## config.mk

```make
export PLATFORM = sky130hd
export DESIGN_NAME = fdl_mac
export DESIGN_NICKNAME = d
export VERILOG_FILES = /design/src/sv/fdl_pkg.sv /design/src/sv/fdl_mac.sv
export SDC_FILE = /design/constraint.sdc
export NUM_CORES = 2
export LEC_CHECK = 0
export ABC_AREA = 1
export BUFFER_PORTS_ARGS = -buffer_cell sky130_fd_sc_hd__buf_2
export CAP_MARGIN = 20
export CORE_UTILIZATION = 34
export DETAILED_ROUTE_END_ITERATION = 6
export GPL_TIMING_DRIVEN = 0
export PLACE_DENSITY_LB_ADDON = 0.05
export RECOVER_POWER = 100
export SKIP_LAST_GASP = 1
export SLEW_MARGIN = 20
export SYNTH_ARGS = -nofsm -noshare
export SYNTH_HDL_FRONTEND = slang
export SYNTH_SLANG_ARGS = --single-unit
```

## constraint.sdc

```tcl
create_clock -name clk_i -period 8.6 [get_ports clk_i]
set_clock_uncertainty 0.05 [all_clocks]
set_input_delay 1.72 -clock clk_i [delete_from_list [all_inputs] [get_ports clk_i]]
set_output_delay 1.72 -clock clk_i [all_outputs]
set_load 0.1 [all_outputs]
```

## src/sv/fdl_pkg.sv

```systemverilog
// shared types, constants and helpers for the feedback fractional delay
`timescale 1ns / 1ps
package fdl_pkg;

  // store depth default and config port shape
  localparam int STORE_DEPTH_DEF = 262144;
  localparam int CFG_IDX_W       = 2;
  localparam int CFG_DATA_W      = 18;

  // config register indexes
  localparam logic [CFG_IDX_W-1:0] REG_SAMPLE_RATE = 2'd0;
  localparam logic [CFG_IDX_W-1:0] REG_SMOOTHING   = 2'd1;

  // config reset values
  localparam logic [17:0] SAMPLE_RATE_RST = 18'd48000;
  localparam logic [15:0] SMOOTHING_RST   = 16'd131;

  // shared multiply-accumulate widths
  localparam int MUL_A_W = 33;
  localparam int MUL_B_W = 20;
  localparam int PROD_W  = MUL_A_W + MUL_B_W;
  localparam int ACC_W   = PROD_W + 1;
  localparam int SAT_W   = ACC_W - 16;

  // delay in samples, q.16, before wrapping
  localparam int DLY_W = 34;

  // misc arithmetic constants
  localparam logic [16:0] ONE_Q16  = 17'h10000;
  localparam logic [19:0] RECIP5   = 20'd419431;  // ceil(2^21 / 5)
  localparam logic [ACC_W-1:0] RND_HALF = ACC_W'(32768);

  // accumulator operations, applied to the product of the previous cycle
  typedef enum logic [1:0] {
    ACC_HOLD,
    ACC_LOAD,
    ACC_LOAD_RND,
    ACC_ADD
  } acc_op_e;

  typedef struct packed {
    acc_op_e                     op;
    logic signed [MUL_A_W-1:0]   a;
    logic signed [MUL_B_W-1:0]   b;
  } mac_ctrl_t;

  // input beat
  typedef struct packed {
    logic signed [23:0] audio_in;
    logic [15:0]        delay_time;
    logic [15:0]        feedback_knob;
    logic [15:0]        wet_mix;
    logic               last_in_block;
  } in_beat_t;

  // output beat
  typedef struct packed {
    logic signed [23:0] audio_out;
    logic               last_out;
  } out_beat_t;

  // clamp a wide signed value to 24 bits
  function automatic logic signed [23:0] sat24(input logic signed [SAT_W-1:0] v);
    logic signed [23:0] r;
    if ((v[SAT_W-1:23] == '0) || (v[SAT_W-1:23] == '1)) begin
      r = v[23:0];
    end else if (v[SAT_W-1]) begin
      r = 24'sh800000;
    end else begin
      r = 24'sh7FFFFF;
    end
    return r;
  endfunction

endpackage

```

## src/sv/fdl_mac.sv

```systemverilog
// shared multiplier with registered product and accumulator
`timescale 1ns / 1ps
module fdl_mac
  import fdl_pkg::*;
(
  input  logic                    clk_i,
  input  mac_ctrl_t               ctrl_i,
  output logic signed [ACC_W-1:0] acc_o
);

  logic signed [PROD_W-1:0] prod_q;
  logic signed [ACC_W-1:0]  acc_q;
  logic signed [ACC_W-1:0]  acc_d;
  logic signed [ACC_W-1:0]  prod_ext;

  assign prod_ext = {{(ACC_W - PROD_W){prod_q[PROD_W-1]}}, prod_q};

  // accumulator update from last cycle's product
  always_comb begin
    unique case (ctrl_i.op)
      ACC_LOAD:     acc_d = prod_ext;
      ACC_LOAD_RND: acc_d = prod_ext + $signed(RND_HALF);
      ACC_ADD:      acc_d = acc_q + prod_ext;
      default:      acc_d = acc_q;
    endcase
  end

  // product register then accumulator
  always_ff @(posedge clk_i) begin
    prod_q <= ctrl_i.a * ctrl_i.b;
    acc_q  <= acc_d;
  end

  assign acc_o = acc_q;

endmodule
```

======== After elaboration in Yosys (flattened, before gate mapping) ========
Cells that the tools add are included.
word-level totals
  register bits ........................... 107
  output and inout port bits .............. 54
  logic and storage cells ................. 10
cells by class
  add/subtract/negate cells ............... 2
  $mul .................................... 1
  eq/ne operators ......................... 3
  multiplexer cells ....................... 1
  reduce and logical (&&, ||, !) cells .... 1
operators by type and width
  kind                    count
  $pmux 54 s3             1
  $add 53x17->54 const B  1
  $add 54x53->54          1
  $mul 33x20->53          1
  $eq 2x2->1 const B      2
  $reduce_bool 3->1       1
  $eq 2x1->1 const B      1

======== Logic depth before layout (Yosys ltp) ========
  depth in word-level cells ............... 2
  gate-level depth with buffers ........... 30
  mapped depth without buffers ............ 28

======== Worst setup path after synthesis ========
No wires, ideal clock.
  path kind ............................... input to register
  start ................................... input port ctrl_i[2] (netlist name)
  end ..................................... register prod_q[52]
  library setup time ...................... 0.112 ns
  arrival ................................. 7.560 ns
  data required time ...................... 8.438 ns
  setup slack ............................. 0.878 ns
  stages .................................. 26
  path buffers ............................ 2
  path through ............................ clkbuf_1 > clkbuf_1 > nand2_1 > inv_1 > fa_1 > fa_1 > fa_1 > inv_1 > fa_1 > inv_1 > fa_1 > inv_1 > fa_1 > fa_1 > inv_1 > ha_1 > nand2_1 > inv_1 > a21oi_1 > nor2_1 > nor3_1 > nand2_1 > a21oi_1 > nand2_1 > nand2_1 > nand2_1
between the ends
  word-level cells in the longest chain between the ends .. 1
ends and longest elaborated chain
  item                  line           text
  start, declared       fdl_mac.sv:7   input mac_ctrl_t ctrl_i,
  $mul 33x20->53        fdl_mac.sv:30  prod_q <= ctrl_i.a * ctrl_i.b;
  end signal, assigned  fdl_mac.sv:30
  end, declared         fdl_mac.sv:11  logic signed [PROD_W-1:0] prod_q;
No other way between the ends.
A chain may end at the register's enable or synchronous reset.

======== Worst setup path after layout ========
  start ................................... input port ctrl_i[13] (netlist name)
  end ..................................... register prod_q[36]
The elaborated chain is that of the path after synthesis.

==> impl_metrics.json <==
{
  "via_per_inst": 4.669,
  "largest_driver_fanout_on_the_critical_path": 10,
  "crit_path_start": "ctrl_i[13]",
  "tightestPinTransition_ns": 2.453,
  "stdcell_count": 5971,
  "placedInstanceArea_um2": 35230,
  "path_cells": "clkbuf_1 > clkbuf_1 > nand2_1 > fa_1 > fa_1 > fa_1 > inv_1 > fa_1 > fa_1 > fa_1 > inv_1 > fa_1 > inv_1 > ha_1 > nand2_1 > o21ai_0 > a21oi_1 > o21ai_0 > nand3b_1 > xor2_1",
  "wl_per_cell_um": 21.42,
  "fp-row-count": 114,
  "layout_worst_path_cycle_share": 0.9764,
  "fill_cells": 10722,
  "path_delay_family": "adder cells",
  "number_of_flops_mapped_to_enable_cells_by_yosys": 54,
  "timing.rr.start": "acc_o[0]",
  "synth-seq-area-share": 0.08051,
  "slowest_delay_ns": 0.59,
  "worst_hold_startpoint": "prod_q[0]",
  "worstHoldPathType": "reg -> reg",
  "detail_route.wirelength_um": 127900,
  "cts.clk_slew.worst_paths_ns": 0.08,
  "cts.sinks": 107,
  "seq_area_um2": 2683,
  "tritoncts": "done",
  "cts_inserted_buffers": 9,
  "critPathLaunchType": "input pin",
  "postLayoutCellArea_um2": 35470,
  "timing.max_cap.violations": 1,
  "cts_repair_resize_count": 13,
  "die_area_um2": 99260,
  "io_buffer_count": 56,
  "hpwlAfterDp_um": 112500,
  "root_buffer": "clkbuf_16",
  "outcome": "complete, but fails checks",
  "grt_setup_unrepaired": "true",
  "timing.setup.critical_path_class": "in -> reg",
  "count_of_routing_violations_after_the_opening_detailed_route_iteration": 1572,
  "final_hold_viol_count": 0,
  "routed-via-count": 27878,
  "worst_ep_required_time_ns": 8.87,
  "layout-drive-gt1-share": 0.02066,
  "layout_overhead_on_the_synthesized_area_pct": 6.459,
  "register_to_register_setup_slack_ns": 5.44,
  "postSynthAreaPerCell_um2": 7.211,
  "worstPathBufferInverterCount": 5,
  "multi_input_area_um2": 25000,
  "slew_viol_final": 39,
  "yosys_warnings": 0,
  "worstSkewPairLatency_ns": 0.40,
  "slowest_stage": "clkbuf_1",
  "grt_first_pass_wirelength_um": 192200,
  "synth.net_count": 5519,
  "drt.antenna.violating_nets": 0,
  "cts-htree-levels": 3,
  "chipWidth_um": 315.1,
  "max_freq_mhz": 119.1,
  "yosys_register_bits": 107,
  "finalWorstPathRequiredPeriod_ns": 8.397,
  "cts.path.max_buffers": 2,
  "drt_first_pass_iters": 7,
  "cp-end-kind": "flop",
  "core_region_um2": 96850,
  "mappedNetlistArea_um2": 33320,
  "violations_in_the_final_reports": "DRC, capacitance limit, slew limit",
  "synth_cell_types": 42,
  "cts_setup_buffers": 0,
  "floorplan.initialDensity": 0.3440,
  "cpMostUsedCell": "fa_1",
  "ioPinCount": 110,
  "first_global_vias": 30103,
  "gr_util_all_layers": 0.2659,
  "final-setup-viol-count": 0,
  "antenna_found_initial": 1,
  "grt_max_degree": 39,
  "layout_common_cells": "inv_1 (1341), nand2_1 (1274), fa_1 (653), nor2_1 (222), ha_1 (187)",
  "place.gp.congestion": 0.9109,
  "ys_dominant_reg_cell": "edfxtp_1",
  "dp.cells": 5954,
  "maxSlewHeadroom": -0.6355,
  "design.final.nets": 5587,
  "overflow": 0,
  "post-route-drc-count": 22,
  "dieHeight_um": 315.1,
  "hold_buffers": 0,
  "worst_ep_arrival_time_ns": 8.67,
  "synthesis.instances": 4621,
  "mostFrequentLayoutCell": "inv_1",
  "async_flop_share": 0
}
## kinds of logic (layout without fill, tap and decap cells)
group                    after synthesis  after routing  share of synthesized area
adder cells (fa/ha/maj)              842            842                     0.4637
buffers and inverters               1501           1574                     0.1693
flip-flops                           107            107                    0.08051
AO/OA/AOI/OAI                        305            305                    0.04870
other                                  0              1                          0
XOR/XNOR                              70             70                    0.01840
AND/OR/NAND/NOR                     1796           1796                     0.2193
## final timing paths
kind,to,depth (start not counted)
hold reg to reg,acc_o[0],2
hold / removal,acc_o[0],2
setup / recovery,prod_q[36],20
setup reg to reg,acc_o[30],13
## flip-flops by register name, indices dropped and copies added, names as in the netlist
signal / cells
acc_o: 54
prod_q: 53
## cell usage after synthesis, drive strengths merged, types with 2 or more instances
cell type | n | area share
inv | 1341 | 0.15
a21oi | 160 | 0.024
o21bai | 16 | 0.0036
edfxtp | 54 | 0.049
and3 | 4 | 0.00075
dfxtp | 53 | 0.032
xnor2 | 28 | 0.0074
nand4 | 36 | 0.0071
a31oi | 3 | 0.00056
clkbuf | 152 | 0.017
fa | 655 | 0.39
ha | 187 | 0.070
nor3 | 37 | 0.0056
o211ai | 2 | 0.00045
nand3b | 8 | 0.0018
a21o | 9 | 0.0020
o22ai | 2 | 0.00038
nor4 | 4 | 0.00075
nor2 | 233 | 0.028
o21a | 4 | 0.00090
buf | 8 | 0.0011
nand2 | 1277 | 0.14
and2 | 2 | 0.00038
o21ai | 106 | 0.016
xor2 | 42 | 0.011
nand3 | 179 | 0.028
or2 | 15 | 0.0028
## cell type report
cell class	count	area share
inverter	1341	0.1419
sequential	107	0.07562
tap	1276	0.04501
buffer	160	0.01859
timing repair buffer	57	0.006102
clock inverter	7	0.001658
clock buffer	9	0.006349
multi-input combinational	3013	0.7047
antenna	1	0.00007054
## routing by layer
metal  vias to the layer above  share of wire  GRT usage
met5                         -              0          0
met4                         0          0.038    0.08892
met3                       147          0.032    0.01579
met2                       583           0.49     0.4692
met1                     13689           0.44     0.3448
li1                      13459              -          -
## through the flow
step | hold WS [ns] | TNS [ns] | setup slack, ns | util
2_1_floorplan | 0.4552 | 0 | 0.8777 | -
3_3_place_gp | 0.4729 | -14.87 | -0.9036 | 0.3634
3_5_place_dp | 0.4788 | -14.27 | -0.8240 | 0.3638
4_1_cts | 0.4983 | 0 | 0.01993 | 0.3669
5_1_grt | 0.5580 | -0.02110 | -0.02110 | 0.3662
6_report | 0.5002 | 0 | 0.2033 | 0.3663
## worst reg2reg max path, stage by stage (launching register included)
cell and delay, ns:
edfxtp_1 0.40, ha_1 0.29, fa_1 0.54, nand3_1 0.16, nand3_2 0.22, nand2_1 0.13
nand2_1 0.18, nand3_1 0.12, nand2_1 0.23, nand2_1 0.13, nand2_1 0.07, or2_2 0.27
nand3_1 0.07, nand2_1 0.06
Power is not shown: default switching activity piles up to over one toggle a cycle in this logic, so the estimate is an artifact.
